<file path="src/cpte_pkg.sv">
// shared types, constants and triangle tables for the cube and plane triangle expander
package cpte_pkg;

  localparam int CoordW   = 24;
  localparam int VertW    = 25;
  localparam int HalfW    = 15;
  localparam int SizeW    = 23;
  localparam int ThirdW   = 22;
  localparam int MatW     = 16;
  localparam int DistW    = 52;
  localparam int TriW     = 4;
  localparam int CfgIdxW  = 8;
  localparam int InDataW  = 104;
  localparam int OutDataW = 296;

  localparam logic [DistW-1:0] DistMax    = '1;
  localparam logic [TriW-1:0]  CubeLast   = 4'd11;
  localparam logic [TriW-1:0]  PlaneLast  = 4'd1;
  localparam logic [15:0]      RecipThree = 16'd43691;
  localparam int               RecipShift = 17;
  localparam logic [ThirdW-1:0] ByteThird = 22'd85;

  typedef enum logic {
    KIND_CUBE  = 1'b0,
    KIND_PLANE = 1'b1
  } kind_t;

  typedef enum logic [CfgIdxW-1:0] {
    REG_MAX_DIST = 8'd0,
    REG_CAM_X    = 8'd1,
    REG_CAM_Y    = 8'd2,
    REG_CAM_Z    = 8'd3
  } cfg_reg_t;

  typedef struct packed {
    logic [DistW-1:0]         max_dist;
    logic signed [CoordW-1:0] cam_x;
    logic signed [CoordW-1:0] cam_y;
    logic signed [CoordW-1:0] cam_z;
  } cfg_t;

  typedef struct packed {
    kind_t                    kind;
    logic signed [CoordW-1:0] cx;
    logic signed [CoordW-1:0] cy;
    logic signed [CoordW-1:0] cz;
    logic [HalfW-1:0]         hs;
    logic [MatW-1:0]          mat;
  } item_t;

  typedef struct packed {
    kind_t                    kind;
    logic signed [CoordW-1:0] cx;
    logic signed [CoordW-1:0] cy;
    logic signed [CoordW-1:0] cz;
    logic [SizeW-1:0]         s;
    logic [ThirdW-1:0]        q;
    logic                     rnz;
    logic [MatW-1:0]          mat;
  } prim_t;

  typedef struct packed {
    logic signed [VertW-1:0] p0_x;
    logic signed [VertW-1:0] p0_y;
    logic signed [VertW-1:0] p0_z;
    logic signed [VertW-1:0] p1_x;
    logic signed [VertW-1:0] p1_y;
    logic signed [VertW-1:0] p1_z;
    logic signed [VertW-1:0] p2_x;
    logic signed [VertW-1:0] p2_y;
    logic signed [VertW-1:0] p2_z;
    logic [MatW-1:0]         mat;
    logic [DistW-1:0]        cen_dist;
    logic                    last;
  } tri_t;

  // corner indices of one triangle, first corner in the low bits
  function automatic logic [8:0] tri_corners(kind_t kind, logic [TriW-1:0] idx);
    logic [8:0] c;
    c = {3'd2, 3'd1, 3'd0};
    if (kind == KIND_PLANE) begin
      case (idx)
        4'd0:    c = {3'd2, 3'd1, 3'd0};
        4'd1:    c = {3'd3, 3'd2, 3'd1};
        default: c = {3'd2, 3'd1, 3'd0};
      endcase
    end else begin
      case (idx)
        4'd0:    c = {3'd2, 3'd1, 3'd0};
        4'd1:    c = {3'd3, 3'd2, 3'd1};
        4'd2:    c = {3'd6, 3'd5, 3'd4};
        4'd3:    c = {3'd7, 3'd6, 3'd5};
        4'd4:    c = {3'd4, 3'd1, 3'd0};
        4'd5:    c = {3'd5, 3'd4, 3'd1};
        4'd6:    c = {3'd6, 3'd3, 3'd2};
        4'd7:    c = {3'd7, 3'd6, 3'd3};
        4'd8:    c = {3'd4, 3'd2, 3'd0};
        4'd9:    c = {3'd6, 3'd4, 3'd2};
        4'd10:   c = {3'd5, 3'd3, 3'd1};
        4'd11:   c = {3'd7, 3'd5, 3'd3};
        default: c = {3'd2, 3'd1, 3'd0};
      endcase
    end
    return c;
  endfunction

endpackage

</file>
<file path="src/cpte_queue.sv">
// small primitive queue between front and back end
module cpte_queue #(
  parameter int Depth = 4
) (
  input  logic            clk,
  input  logic            rst_n,
  input  logic            push,
  input  cpte_pkg::prim_t push_data,
  output logic            full,
  input  logic            pop,
  output logic            empty,
  output cpte_pkg::prim_t head
);

  localparam int AddrW  = (Depth > 1) ? $clog2(Depth) : 1;
  localparam int CountW = $clog2(Depth + 1);
  localparam logic [AddrW-1:0]  LastAddr = AddrW'(Depth - 1);
  localparam logic [CountW-1:0] FullCnt  = CountW'(Depth);

  cpte_pkg::prim_t mem_r [Depth];
  logic [AddrW-1:0]  wr_ptr_r, wr_ptr_nxt;
  logic [AddrW-1:0]  rd_ptr_r, rd_ptr_nxt;
  logic [CountW-1:0] count_r, count_nxt;

  assign full  = count_r == FullCnt;
  assign empty = count_r == '0;
  assign head  = mem_r[rd_ptr_r];

  always_comb begin
    wr_ptr_nxt = wr_ptr_r;
    rd_ptr_nxt = rd_ptr_r;
    count_nxt  = count_r;
    if (push) begin
      wr_ptr_nxt = (wr_ptr_r == LastAddr) ? '0 : wr_ptr_r + 1'b1;
    end
    if (pop) begin
      rd_ptr_nxt = (rd_ptr_r == LastAddr) ? '0 : rd_ptr_r + 1'b1;
    end
    if (push && !pop) begin
      count_nxt = count_r + 1'b1;
    end else if (pop && !push) begin
      count_nxt = count_r - 1'b1;
    end
  end

  always_ff @(posedge clk) begin
    if (!rst_n) begin
      wr_ptr_r <= '0;
      rd_ptr_r <= '0;
      count_r  <= '0;
    end else begin
      wr_ptr_r <= wr_ptr_nxt;
      rd_ptr_r <= rd_ptr_nxt;
      count_r  <= count_nxt;
    end
  end

  always_ff @(posedge clk) begin
    if (push) begin
      mem_r[wr_ptr_r] <= push_data;
    end
  end

endmodule

</file>
<file path="config.mk">
export PLATFORM = sky130hd
export DESIGN_NAME = cpte_queue
export DESIGN_NICKNAME = d
export VERILOG_FILES = /design/src/cpte_pkg.sv /design/src/cpte_queue.sv
export SDC_FILE = /design/constraint.sdc
export NUM_CORES = 1
export LEC_CHECK = 0
export ABC_AREA = 1
export BUFFER_PORTS_ARGS = -buffer_cell sky130_fd_sc_hd__buf_4
export CORE_ASPECT_RATIO = 0.9
export CORE_MARGIN = 5
export CORE_UTILIZATION = 40
export DETAILED_ROUTE_END_ITERATION = 10
export GPL_ROUTABILITY_DRIVEN = 0
export GPL_TIMING_DRIVEN = 0
export HOLD_SLACK_MARGIN = 0.02
export PLACE_DENSITY = 0.67
export SLEW_MARGIN = 30
export SYNTH_ARGS = -nofsm -noshare
export SYNTH_HDL_FRONTEND = slang
export SYNTH_SLANG_ARGS = --single-unit
</file>
<file path="constraint.sdc">
create_clock -name clk -period 9.5 [get_ports clk]
set_input_delay 1.9 -clock clk [delete_from_list [all_inputs] [get_ports clk]]
set_output_delay 1.9 -clock clk [all_outputs]
set_load 0.05 [all_outputs]
</file>
==> results by group <==
Die
  • Effective utilization at floorplan: 40.5%
  • Std-Cell Rows: 78
  • Die W: 249 um
  • Die Outline Area: between 50000 and 60000 um^2
  • Ports: approximately 280
  • Area of the core: 50700 um^2
  • Height of the die: 225 um

Power and ir drop
  • Logic gate share of total power: around 16%
  • Worst-case vdd ir drop: 142 uV
  • Share of total power in the clock network: 36.2%
  • Total net switching power: 1560 uW
  • Switching power share of the total: between 20 and 30%
  • Cell-internal power: between 4000 and 5000 uW
  • Total chip power: approximately 5800 uW
  • Static leakage power: 0.00882 uW
  • Sequential share of power: ~48%
  • Power density relative to cell area: between 200 and 250 nW/um^2

Final layout
  • Layout filler cell count: between 4000 and 5000
  • Share of cells above drive strength 1: 24.4%
  • Multi-input combinational cell area: 3480 um^2
  • Relative area change from synthesis to final layout: 23.5%
  • Sequential standard cell area: 16400 um^2
  • Final-stage net count: 1848

Clock network
  • H-tree depth: 2
  • Number of gates resized after cts: 0
  • CTS max path bufs: 3
  • Cell chosen for the clock root: sky130_fd_sc_hd__clkbuf_16
  • Clock buffer count from CTS: 56
  • Clock slew seen by the registers of the worst setup and hold paths: ~60 ps
  • Clock tree from TritonCTS: done
  • Clock latency on the worst-skew pair: 590 ps
  • Hold_buf cts: 0
  • Post-CTS setup repair buffer count: 0
  • Number of clock sinks seen by CTS: 549

STA
  • Setup Total Neg Slack: 0 ps
  • Remaining max-slew budget at the tightest pin: just over 50%
  • Minimum clock period: around 4500 ps
  • Final Max Slew Viols: 0
  • Setup slack after layout: 5040 ps
  • Setup repair after global routing missed its margin: false
  • Setup violations, final: 0
  • Crit share post-route: around 47%
  • Pin slew with the least headroom to its limit: ~740 ps
  • Final hold vios: 0
  • Fmax: 0.224 GHz
  • Largest clock skew in the final design: 11.4 ps

Place
  • Half-perimeter wire length after placement: 32200 um
  • Worst Setup Slack post-DPL: 5590 ps
  • Count of buffers inserted at the top-level ports: 275

Hold path
  • Worst Hold Launch: wr_ptr_r[1]
  • Worst hold path depth: 2
  • Worst hold endpoint: wr_ptr_r[1]
  • Classification of the worst-slack hold path: flop to flop

Setup path
  • Worst-path cell chain: buf_4, clkinv_2, buf_2, buf_2, o21ai_1, o22ai_1, buf_4
  • Length in cells of the worst reg-to-reg path: 4
  • Type of origin of the critical path: flop
  • Highest-delay cell along the critical path: sky130_fd_sc_hd__buf_2
  • Largest fanout on the critical path: 10
  • Kind of end point of the critical path: primary output
  • R2R Setup Slk: 7420 ps
  • Data required, critical path: 7600 ps
  • Category of the critical setup timing path: flop to primary output
  • Terminus of the critical flop-to-flop path: mem_r[3][91]
  • Startpoint of the worst register-to-register path: wr_ptr_r[0]
  • Critical path's largest stage delay: 320 ps
  • Arrival time of data at the critical path endpoint: 2560 ps

Yosys
  • Main combinational cell family by area after synthesis: compound AO/OA/AOI/OAI gates
  • Cell with the most instances after synthesis: sky130_fd_sc_hd__edfxtp_1
  • Top cells by instance count after synthesis: sky130_fd_sc_hd__edfxtp_1 (540), sky130_fd_sc_hd__nor2_1 (258), sky130_fd_sc_hd__o21ai_0 (208), sky130_fd_sc_hd__o22ai_1 (135), sky130_fd_sc_hd__o21ai_1 (65)
  • Syn Area/Cell: 15.1 um^2
  • Post-synthesis share of cell area spent on full adders, half adders and majority gates: 0.463%
  • Post-synthesis sequential area ratio: roughly four fifths
  • Share of cell area taken by muxes after synthesis: 0%
  • Dominant synthesized flop cell: sky130_fd_sc_hd__edfxtp_1
  • Fraction of synthesized cell area in xor and xnor cells: 0.0426%
  • Post-synthesis instance total: 1364
  • Count of cell types in the netlist: 24
  • Area contributors post-synth: sky130_fd_sc_hd__edfxtp_1 (79%), sky130_fd_sc_hd__o21ai_0 (5.1%), sky130_fd_sc_hd__nor2_1 (4.7%)
  • Number of enable-type register cells in the synthesized netlist: 540
  • Synthesized cell area: just over 20000 um^2
  • Flip-flop and latch count after synthesis: 549
  • Compound-gate portion of the synthesized area: 10.8%
  • Share of flip-flops with an asynchronous set or reset after synthesis: 0%
  • Proportion of netlist area held by the largest area contributor: 79.0%
  • Yosys warnings: 0
  • Post-synthesis simple-gate area fraction: about 5.6%
  • Mapped Nets: 1510
  • Yosys top cell by area: sky130_fd_sc_hd__edfxtp_1

Route
  • Wirelength per Cell: 22.0 um
  • Iteration count of the initial detailed-routing pass: 4
  • Overall routed net length: 53400 um
  • Via count normalized by instance count: 5.23
  • Starting DRC count in detailed routing: around 970
  • Total number of vias: 12700
  • Post-route DRC: 0
  • DRT antenna net count: 0

Global routing
  • Via count of the first global-routing pass: 13200
  • Number of antenna violations at the first check in global routing: 6
  • Gr usage total: 18.4%
  • Final global-route overflow total: 0
  • Wire length of the first global-routing pass: 79400 um
  • Pin count of the biggest net entering global routing: 71

Flow run
  • Reported max-cap violation count: 0

Run status
  • Outcome: finished clean
through the flow:
| step | instance area (um^2) | instances | util, % | hold WS, ps |
|---|---|---|---|---|
| 2_1_floorplan | 20500 | 1364 | - | 490 |
| 3_3_place_gp | 23500 | 2319 | 46.3 | 499 |
| 3_5_place_dp | 23600 | 2324 | 46.6 | 532 |
| 4_1_cts | 25400 | 2423 | 50.1 | 541 |
| 5_1_grt | 25400 | 2423 | 50.1 | 590 |
| 6_report | 25400 | 2425 | 50.1 | 541 |
placed cells by master (no fill, tap or decap), types with 2 or more instances in the layout:
cell and instances:
sky130_fd_sc_hd__o21ai_1 65, sky130_fd_sc_hd__o21ai_0 208, sky130_fd_sc_hd__clkbuf_16 57, sky130_fd_sc_hd__diode_2 2
sky130_fd_sc_hd__nor2_2 20, sky130_fd_sc_hd__buf_12 4, sky130_fd_sc_hd__nand2_1 8, sky130_fd_sc_hd__clkinv_2 11
sky130_fd_sc_hd__nor3_1 4, sky130_fd_sc_hd__clkinvlp_4 2, sky130_fd_sc_hd__buf_16 5, sky130_fd_sc_hd__ha_1 6
sky130_fd_sc_hd__a21oi_1 3, sky130_fd_sc_hd__dfxtp_1 9, sky130_fd_sc_hd__buf_6 21, sky130_fd_sc_hd__bufinv_16 5
sky130_fd_sc_hd__nor2_1 258, sky130_fd_sc_hd__clkbuf_1 59, sky130_fd_sc_hd__buf_2 17, sky130_fd_sc_hd__edfxtp_1 540
sky130_fd_sc_hd__inv_8 5, sky130_fd_sc_hd__clkinv_1 9, sky130_fd_sc_hd__buf_4 276, sky130_fd_sc_hd__o22ai_1 135
sky130_fd_sc_hd__inv_1 10
worst max-delay path: cells and delay by family (launching register included):
| family | cells | cell delay [ps] |
|---|---|---|
| buffers and inverters | 5 | 1320 |
| flip-flops | 1 | 300 |
| AO/OA/AOI/OAI | 2 | 320 |
worst max path at each step:
stage | endpoint | slack, ps | cells after the start
2_1_floorplan | mem_r[3][0] | 4480 | 2
3_3_place_gp | mem_r[0][83] | 1960 | 3
3_5_place_dp | head[128] | 5590 | 7
4_1_cts | head[99] | 4930 | 7
5_1_grt | head[128] | 4860 | 7
6_report | head[112] | 5040 | 7
routing by layer:
metal  part of all wire, %  up-vias  wire (um)  global-route usage [%]
li1                      -     5852          -                       -
met1                    42     6339      22300                    24.2
met2                    48      404      25700                    30.7
met3                   7.9       89       4230                    4.82
met4                   2.2        6       1190                    5.14
met5                 0.067        -         36                       0
power groups by stage:
stage	logic (uW)	registers [uW]	clock network, uW
floorplan	564	2850	0
global placement	903	2860	0
detailed placement	924	2840	0
CTS	927	2790	2150
global route	970	2800	2260
finish	915	2790	2110
cells by family after synthesis:
logic type               after synthesis
AO/OA/AOI/OAI                        411
XOR/XNOR                               1
adder cells (fa/ha/maj)                7
buffers and inverters                104
flip-flops                           549
AND/OR/NAND/NOR                      292
final cells by class:
| cell class | instances | share of cell area [%] |
|---|---|---|
| multi-input cells | 711 | 13.7 |
| repair buffers | 280 | 8.68 |
| well taps | 680 | 3.35 |
| inverters | 16 | 0.390 |
| clock inverters | 27 | 1.02 |
| diodes | 2 | 0.0197 |
| clock buffers | 72 | 5.84 |
| flip-flops and latches | 549 | 64.6 |
| plain buffers | 88 | 2.32 |
registers in the layout, summed over array words and instances, names as in the netlist, named ones only:
signal,cells
count_r,3
wr_ptr_r,2
mem_r,540
rd_ptr_r,2
(Power assumes the default switching activity.)
